`src/hw/rtl/wsal_pkg.sv`:
```
`timescale 1ns / 1ps

package wsal_pkg;

  localparam int unsigned SENSOR_COUNT = 6;
  localparam int unsigned RPM_W        = 16;
  localparam int unsigned MOTOR_W      = 26;  // 65535 * 600 fits in 26 bits
  localparam int unsigned DIV_W        = 29;  // motor * 10 fits in 29 bits
  localparam int unsigned DIVISOR_W    = 16;
  localparam int unsigned SUM_W        = 19;  // six 16-bit speeds
  localparam int unsigned ACC_W        = 33;

  localparam int unsigned RPM_SCALE   = 600;
  localparam int unsigned RATIO_SCALE = 10;
  localparam int unsigned AVG_DIVISOR = 6;
  localparam logic [16:0] Q16_ONE     = 17'h10000;

  localparam logic [1:0] CFG_TEETH = 2'd0;
  localparam logic [1:0] CFG_RATIO = 2'd1;
  localparam logic [1:0] CFG_COEFF = 2'd2;

  localparam logic [7:0]  TEETH_RESET = 8'd67;
  localparam logic [15:0] RATIO_RESET = 16'd483;
  localparam logic [15:0] COEFF_RESET = 16'd64723;

  typedef struct packed {
    logic [15:0] freq_a;
    logic [15:0] freq_b;
    logic [15:0] freq_c;
    logic [15:0] freq_d;
    logic [15:0] freq_e;
    logic [15:0] freq_f;
  } in_word_t;

  typedef struct packed {
    logic [15:0] wheel_rpm_a;
    logic [15:0] wheel_rpm_b;
    logic [15:0] wheel_rpm_c;
    logic [15:0] wheel_rpm_d;
    logic [15:0] wheel_rpm_e;
    logic [15:0] wheel_rpm_f;
    logic [15:0] average_rpm;
    logic [15:0] filtered_rpm;
  } out_word_t;

  typedef struct packed {
    logic                   start;
    logic [DIV_W-1:0]       dividend;
    logic [DIVISOR_W-1:0]   divisor;
  } div_req_t;

  typedef struct packed {
    logic                   done;
    logic [DIV_W-1:0]       quotient;
  } div_rsp_t;

endpackage

```
`src/hw/rtl/wsal_div.sv`:
```
`timescale 1ns / 1ps

// Restoring divider, one quotient bit per cycle.
module wsal_div (
  input  logic               clk,
  input  logic               rst,
  input  wsal_pkg::div_req_t req,
  output wsal_pkg::div_rsp_t rsp
);
  import wsal_pkg::*;

  localparam logic [4:0] LAST = 5'(DIV_W - 1);

  logic [DIVISOR_W-1:0] rem;
  logic [DIVISOR_W-1:0] divisor;
  logic [DIV_W-1:0]     quo;
  logic [4:0]           count;
  logic                 busy;
  logic                 done;

  logic [DIVISOR_W:0]   shifted;
  logic [DIVISOR_W+1:0] diff;
  logic                 fits;

  assign shifted = {rem, quo[DIV_W-1]};
  assign diff    = {1'b0, shifted} - {2'b0, divisor};
  assign fits    = ~diff[DIVISOR_W+1];

  always_ff @(posedge clk) begin
    if (rst) begin
      busy  <= 1'b0;
      done  <= 1'b0;
      count <= '0;
    end else begin
      done <= ~req.start & busy & (count == LAST);
      if (req.start) begin
        busy  <= 1'b1;
        count <= '0;
      end else if (busy) begin
        count <= count + 5'd1;
        if (count == LAST) begin
          busy <= 1'b0;
        end
      end
    end
  end

  always_ff @(posedge clk) begin
    if (req.start) begin
      rem     <= '0;
      quo     <= req.dividend;
      divisor <= req.divisor;
    end else if (busy) begin
      rem <= fits ? diff[DIVISOR_W-1:0] : shifted[DIVISOR_W-1:0];
      quo <= {quo[DIV_W-2:0], fits};
    end
  end

  assign rsp.done     = done;
  assign rsp.quotient = quo;

endmodule

```
`src/hw/rtl/wheel_speed_average_lowpass_core.sv`:
```
`timescale 1ns / 1ps
// Each word takes 13 divisions on the single bit-serial divider (motor and
//   wheel per sensor, then the average), then the filter and output load.
// A new word is taken only after the last result is loaded for output.
// Reset (rst, synchronous): registers return to 67 / 483 / 64723, the filter
//   state clears to zero, and both channels go idle.
module wheel_speed_average_lowpass_core (
  input  logic                clk,
  input  logic                rst,
  // input words
  input  logic                in_valid,
  output logic                in_ready,
  input  wsal_pkg::in_word_t  in_data,
  // output words
  output logic                out_valid,
  input  logic                out_ready,
  output wsal_pkg::out_word_t out_data,
  // configuration writes
  input  logic                cfg_valid,
  output logic                cfg_ready,
  input  logic [1:0]          cfg_index,
  input  logic [15:0]         cfg_data
);
  import wsal_pkg::*;

  // Sequencer: per wheel, motor division then wheel division; then the
  // average division by six; then two multiply steps (old, new) for the filter.
  localparam logic [3:0] S_IDLE       = 4'd0;
  localparam logic [3:0] S_MOTOR      = 4'd1;
  localparam logic [3:0] S_MOTOR_WAIT = 4'd2;
  localparam logic [3:0] S_WHEEL      = 4'd3;
  localparam logic [3:0] S_WHEEL_WAIT = 4'd4;
  localparam logic [3:0] S_AVG        = 4'd5;
  localparam logic [3:0] S_AVG_WAIT   = 4'd6;
  localparam logic [3:0] S_MUL_OLD    = 4'd7;
  localparam logic [3:0] S_MUL_NEW    = 4'd8;
  localparam logic [3:0] S_DONE       = 4'd9;

  localparam logic [2:0] LAST_WHEEL = 3'(SENSOR_COUNT - 1);

  logic [3:0]  state;
  logic [3:0]  state_next;

  // Configuration registers
  logic [7:0]  teeth;
  logic [15:0] ratio;
  logic [15:0] coeff;

  // Working registers
  logic [15:0]        freq_q  [SENSOR_COUNT];
  logic [RPM_W-1:0]   wheel_q [SENSOR_COUNT];
  logic [2:0]         wheel_idx;
  logic [MOTOR_W-1:0] motor;
  logic [SUM_W-1:0]   sum;
  logic [RPM_W-1:0]   avg;
  logic [RPM_W-1:0]   filt;
  logic [ACC_W-1:0]   acc;

  div_req_t div_req;
  div_rsp_t div_rsp;

  logic [DIVISOR_W-1:0] teeth_div;
  logic [DIVISOR_W-1:0] ratio_div;
  logic [RPM_W-1:0]     wheel_sat;
  logic [RPM_W-1:0]     avg_fix;
  logic [16:0]          coeff_new;
  logic                 out_free;

  // A zero divisor register counts as one.
  assign teeth_div = (teeth == 8'd0) ? 16'd1 : {8'd0, teeth};
  assign ratio_div = (ratio == 16'd0) ? 16'd1 : ratio;

  assign wheel_sat = (div_rsp.quotient[DIV_W-1:RPM_W] != '0) ? 16'hFFFF
                                                             : div_rsp.quotient[RPM_W-1:0];
  assign avg_fix   = (div_rsp.quotient[RPM_W-1:0] == 16'd0) ? 16'd1
                                                            : div_rsp.quotient[RPM_W-1:0];
  assign coeff_new = Q16_ONE - {1'b0, coeff};
  assign out_free  = ~out_valid | out_ready;

  // Nothing is taken while reset is held.
  assign in_ready  = (state == S_IDLE) & ~rst;
  assign cfg_ready = ~rst;

  // Divider request
  always_comb begin
    div_req.start    = 1'b0;
    div_req.dividend = '0;
    div_req.divisor  = teeth_div;
    unique case (state)
      S_MOTOR: begin
        div_req.start    = 1'b1;
        div_req.dividend = DIV_W'({10'd0, freq_q[0]} * MOTOR_W'(RPM_SCALE));
        div_req.divisor  = teeth_div;
      end
      S_WHEEL: begin
        div_req.start    = 1'b1;
        div_req.dividend = {3'd0, motor} * DIV_W'(RATIO_SCALE);
        div_req.divisor  = ratio_div;
      end
      S_AVG: begin
        div_req.start    = 1'b1;
        div_req.dividend = DIV_W'(sum);
        div_req.divisor  = DIVISOR_W'(AVG_DIVISOR);
      end
      default: begin
        div_req.start = 1'b0;
      end
    endcase
  end

  wsal_div u_div (
    .clk (clk),
    .rst (rst),
    .req (div_req),
    .rsp (div_rsp)
  );

  always_comb begin
    state_next = state;
    unique case (state)
      S_IDLE:       if (in_valid) state_next = S_MOTOR;
      S_MOTOR:      state_next = S_MOTOR_WAIT;
      S_MOTOR_WAIT: if (div_rsp.done) state_next = S_WHEEL;
      S_WHEEL:      state_next = S_WHEEL_WAIT;
      S_WHEEL_WAIT: begin
        if (div_rsp.done) state_next = (wheel_idx == LAST_WHEEL) ? S_AVG : S_MOTOR;
      end
      S_AVG:        state_next = S_AVG_WAIT;
      S_AVG_WAIT:   if (div_rsp.done) state_next = S_MUL_OLD;
      S_MUL_OLD:    state_next = S_MUL_NEW;
      S_MUL_NEW:    state_next = S_DONE;
      S_DONE:       if (out_free) state_next = S_IDLE;
      default:      state_next = S_IDLE;
    endcase
  end

  // Control state
  always_ff @(posedge clk) begin
    if (rst) begin
      state     <= S_IDLE;
      teeth     <= TEETH_RESET;
      ratio     <= RATIO_RESET;
      coeff     <= COEFF_RESET;
      filt      <= '0;
      out_valid <= 1'b0;
    end else begin
      state <= state_next;
      if (cfg_valid) begin
        unique case (cfg_index)
          CFG_TEETH: teeth <= cfg_data[7:0];
          CFG_RATIO: ratio <= cfg_data;
          CFG_COEFF: coeff <= cfg_data;
          default:   ;
        endcase
      end
      if (state == S_DONE && out_free) begin
        out_valid <= 1'b1;
        filt      <= acc[31:16];
      end else if (out_ready) begin
        out_valid <= 1'b0;
      end
    end
  end

  // Datapath
  always_ff @(posedge clk) begin
    if (state == S_IDLE && in_valid) begin
      freq_q[0] <= in_data.freq_a;
      freq_q[1] <= in_data.freq_b;
      freq_q[2] <= in_data.freq_c;
      freq_q[3] <= in_data.freq_d;
      freq_q[4] <= in_data.freq_e;
      freq_q[5] <= in_data.freq_f;
      wheel_idx <= '0;
      sum       <= '0;
    end
    if (state == S_MOTOR_WAIT && div_rsp.done) begin
      motor <= div_rsp.quotient[MOTOR_W-1:0];
    end
    // Wheel done: shift the frequency line forward, shift the speed in.
    if (state == S_WHEEL_WAIT && div_rsp.done) begin
      for (int i = 0; i < SENSOR_COUNT - 1; i++) begin
        freq_q[i]  <= freq_q[i+1];
        wheel_q[i] <= wheel_q[i+1];
      end
      wheel_q[SENSOR_COUNT-1] <= wheel_sat;
      sum       <= sum + SUM_W'(wheel_sat);
      wheel_idx <= wheel_idx + 3'd1;
    end
    if (state == S_AVG_WAIT && div_rsp.done) begin
      avg <= avg_fix;
    end
    if (state == S_MUL_OLD) begin
      acc <= ACC_W'({16'd0, coeff} * {16'd0, filt});
    end
    if (state == S_MUL_NEW) begin
      acc <= acc + ACC_W'({16'd0, coeff_new} * {17'd0, avg});
    end
    if (state == S_DONE && out_free) begin
      out_data.wheel_rpm_a  <= wheel_q[0];
      out_data.wheel_rpm_b  <= wheel_q[1];
      out_data.wheel_rpm_c  <= wheel_q[2];
      out_data.wheel_rpm_d  <= wheel_q[3];
      out_data.wheel_rpm_e  <= wheel_q[4];
      out_data.wheel_rpm_f  <= wheel_q[5];
      out_data.average_rpm  <= avg;
      out_data.filtered_rpm <= acc[31:16];
    end
  end

endmodule
```
`config.mk`:
```
export PLATFORM = sky130hd
export DESIGN_NAME = wheel_speed_average_lowpass_core
export DESIGN_NICKNAME = d
export VERILOG_FILES = /design/src/hw/rtl/wsal_pkg.sv /design/src/hw/rtl/wsal_div.sv /design/src/hw/rtl/wheel_speed_average_lowpass_core.sv
export SDC_FILE = /design/constraint.sdc
export NUM_CORES = 2
export LEC_CHECK = 0
export BUFFER_PORTS_ARGS = -buffer_cell sky130_fd_sc_hd__buf_2
export CELL_PAD_IN_SITES_DETAIL_PLACEMENT = 0
export CELL_PAD_IN_SITES_GLOBAL_PLACEMENT = 1
export CORE_MARGIN = 8
export CORE_UTILIZATION = 40
export CTS_CLUSTER_SIZE = 10
export DETAILED_ROUTE_END_ITERATION = 8
export GPL_TIMING_DRIVEN = 0
export MAX_ROUTING_LAYER = met4
export PLACE_DENSITY_LB_ADDON = 0.1
export SETUP_SLACK_MARGIN = 0.4
export SLEW_MARGIN = 40
export SYNTH_ARGS = -nofsm -noshare
export SYNTH_HDL_FRONTEND = slang
export SYNTH_HIERARCHICAL = 1
export SYNTH_SLANG_ARGS = --single-unit
```
`constraint.sdc`:
```
create_clock -name clk -period 10.15 [get_ports clk]
set_input_delay 1.5225 -clock clk [delete_from_list [all_inputs] [get_ports clk]]
set_output_delay 1.5225 -clock clk [all_outputs]
set_load 0.005 [all_outputs]
```
==> run summary <==
## Synthesis
- **Synth cell types** 92
- **number of synthesized register bits** 545
- **leading register cell type out of synthesis** edfxtp_1
- **async set-or-reset flop fraction in the synthesized netlist** 0
- **most numerous cell in the Yosys netlist** nand2_1
- **Syn. warnings** 6
- **sequential fraction of the synthesis area** 0.359
- **per-instance average area after synthesis** 10.3 sq um
- **cell area after synthesis** 0.0432 sq mm
- **Synth area leaders** edfxtp_1 (32%), fa_1 (21%), ha_1 (10%)
- **synth cell count leaders** nand2_1 (754), inv_1 (684), edfxtp_1 (461)
- **dominant cell type by area after synthesis** edfxtp_1
- **fraction of synthesized cell area taken by the top area cell type** 0.321
- **synthesized netlist net count** 5107
- **Mapped Cells** 4183
- **number of synthesized flops with an enable pin** 461

## STA
- **setup repair after global routing missed its margin** false
- **Max transition margin** 0.402
- **final count of hold timing violations** 0
- **fmax** 111 MHz
- **Period Utilization, post-route** 0.885
- **Max Slew Vio Count** 0
- **least setup slack across all paths after layout** 1.17 ns
- **Setup-failing EPs final** 0
- **worst hold margin** 0.393 ns
- **clock skew** 0.0243 ns
- **setup TNS** 0 ns
- **slew at the pin closest to its max-slew limit** 0.897 ns
- **post-layout minimum cycle time** 8.98 ns

## Critical path
- **critical path start-end classification** flip-flop to flip-flop
- **nature of the critical path endpoint** flip-flop
- **data required time at the worst endpoint** 10.51 ns
- **startpoint kind of the worst setup timing path** flip-flop
- **data arrival time of the worst path** 9.34 ns
- **critical-path maximum fanout** 10

## CTS
- **number of gates given a new drive strength after cts** 0
- **number of sinks handled by clock tree synthesis** 545
- **clock tree from TritonCTS** done
- **Clock Pin Slew Worst Setup and Hold Paths** 0.05 ns
- **Longest Clk Path Bufs** 3
- **hold buffer count at cts** 0
- **clock buffer count from CTS** 70
- **clock insertion delay at the later pin of the skew report** 0.63 ns
- **number of H-tree levels** 3
- **number of setup buffers added after CTS** 0
- **root cell of the clock tree** clkbuf_16

## Power and ir drop
- **combinational fraction of design power** 0.402
- **leakage** 22.0 nW
- **net switching component of the power** 0.00304 W
- **total power density per cell area** 170 mW/mm^2
- **Internal** 0.00526 W
- **Worst IR Drop VDD** 0.000140 V
- **power after layout** 0.00830 W
- **Clk pwr share** 0.280
- **sequential group share of total power** 0.319
- **switching share of power** 0.366

## Floorplan
- **overall die height** 345 um
- **Die Area** 0.119 sq mm
- **standard cell core area** 0.107 sq mm
- **Chip Width** 345 um
- **number of ports placed on the die boundary** 250
- **Starting Density** 0.403
- **Placement Rows** 120

## GRT
- **initial antenna violation count** 7
- **via count of the first global-routing pass** 31400
- **all-layer global routing usage** 0.214
- **maximum number of pins on one net before global-route repair** 41
- **grt ovf** 0
- **first-pass GRT wire length** 188000 um

## Run
- **number of max-cap violations** 0

## Cells and area
- **share of cells above drive strength 1** 0.106
- **Nets** 5442
- **layout-stage area growth over the synthesis result** 12.8%
- **post-route insts no fill** 5961

## Detailed routing
- **wire length after detailed routing** 123000 um
- **count of routing violations after the opening detailed-route iteration** 1835
- **per-cell via count in the routed design** 5.01
- **per-cell routed wire length** 20.7 um
- **overall via count from detail_route** 29900
- **first-pass iteration count of the detailed router** 7
- **number of routed nets with antenna violations** 0
- **drt drc** 0

## Worst hold path
- **type of the tightest min-delay check** flip-flop to flip-flop

## Place
- **detailed-placement wirelength estimate** 98200 um
- **PortBufs** 249
- **routability cong.** 0.862
- **post-place setup slack** 1.29 ns
- **number of cells in the design after placement** 5849

## Run status
- **result of the run** finished clean

==> stage by stage <==
stage | util | cell area [sq um]
2_1_floorplan | - | 43200
3_3_place_gp | 0.432 | 46200
3_5_place_dp | 0.436 | 46600
4_1_cts | 0.455 | 48700
5_1_grt | 0.455 | 48700
6_report | 0.455 | 48700
==> routing by layer <==
layer	track usage	vias up	wire length [um]
li1	-	14200	-
met1	0.279	14900	55000
met2	0.352	572	59900
met3	0.0306	163	5120
met4	0.0555	0	3150
met5	-	-	0
==> final timing paths <==
kind                             from                 endpoint  slack, ns  cells after the start
max reg2reg     coeff[1]$_SDFFE_PP1P_        acc[30]$_DFFE_PP_       1.17                     27
max             coeff[1]$_SDFFE_PP1P_        acc[30]$_DFFE_PP_       1.17                     27
min reg2reg  wheel_q[0][10]$_DFFE_PP_  out_data[122]$_DFFE_PP_       0.39                      0
min          wheel_q[0][10]$_DFFE_PP_  out_data[122]$_DFFE_PP_       0.39                      0
==> state kept, by name (all words and copies together), names as in the netlist <==
| signal | flops |
|---|---|
| coeff | 16 |
| out_valid | 1 |
| wheel_q | 96 |
| u_div/busy | 1 |
| u_div/done | 1 |
| motor | 26 |
| state | 4 |
| u_div/count | 5 |
| out_data | 128 |
| ratio | 16 |
| freq_q | 96 |
| u_div/divisor | 16 |
| u_div/rem | 16 |
| u_div/quo | 29 |
| avg | 16 |
| sum | 19 |
| filt | 16 |
| wheel_idx | 3 |
| acc | 32 |
| teeth | 8 |
==> final cells by class <==
cell class,count,area (sq um)
Antenna cell,4,10.0
Buffer,185,744
Clock buffer,89,1860
Clock inverter,19,221
Fill cell,10400,58300
Inverter,686,2570
Multi-Input combinational cell,2767,24500
Sequential cell,545,15500
Tap cell,1403,1760
Timing Repair Buffer,263,1510
==> placed cells by master, fill, tap and decap left out, drive strengths merged, types with 15 or more instances in the layout <==
cell and instances:
clkbuf 248, xnor2 79, nor4 21, xor2 50
a21o 46, fa 458, nand2 754, buf 289
and2 235, o211ai 15, mux2 30, o21ai 88
dfxtp 84, nor3 31, a211oi 21, nor2b 18
edfxtp 461, or2 25, a21oi 138, nor2 107
and3 24, inv 688, nand3 50, nand2b 20
nand4 17, ha 347
==> kinds of logic after synthesis <==
family,share of synthesized area
AOI/OAI and AO/OA,0.0720
xor gates and xnor gates,0.0263
adders and majority gates,0.313
muxes,0.0106
DFF,0.359
buffers and inverters,0.0766
and+or+nand+nor,0.142
==> power by group through the flow <==
stage / Combinational [W] / Sequential (W) / Clock [W]
detailed placement: 0.00336 / 0.00269 / 0
floorplan: 0.00245 / 0.00265 / 0
global placement: 0.00335 / 0.00270 / 0
finish: 0.00333 / 0.00265 / 0.00232
global route: 0.00378 / 0.00266 / 0.00248
CTS: 0.00339 / 0.00265 / 0.00240
==> worst max-delay path, stage by stage (launching register included) <==
cell,delay (ns)
dfxtp_1,0.29
clkbuf_1,0.23
inv_1,0.15
ha_1,0.29
nand4b_1,0.36
nor4_1,0.76
xnor2_2,0.38
clkbuf_1,0.49
nand2_1,0.15
fa_1,0.56
fa_1,0.50
fa_1,0.55
inv_1,0.05
fa_1,0.50
fa_1,0.50
inv_1,0.05
fa_1,0.48
inv_1,0.08
ha_1,0.35
and3_1,0.24
a221oi_1,0.34
o21ai_0,0.20
a211oi_2,0.38
o31ai_1,0.15
a21oi_1,0.28
o21ai_1,0.14
xnor2_1,0.16
mux2i_1,0.08
(Power assumes the default switching activity.)
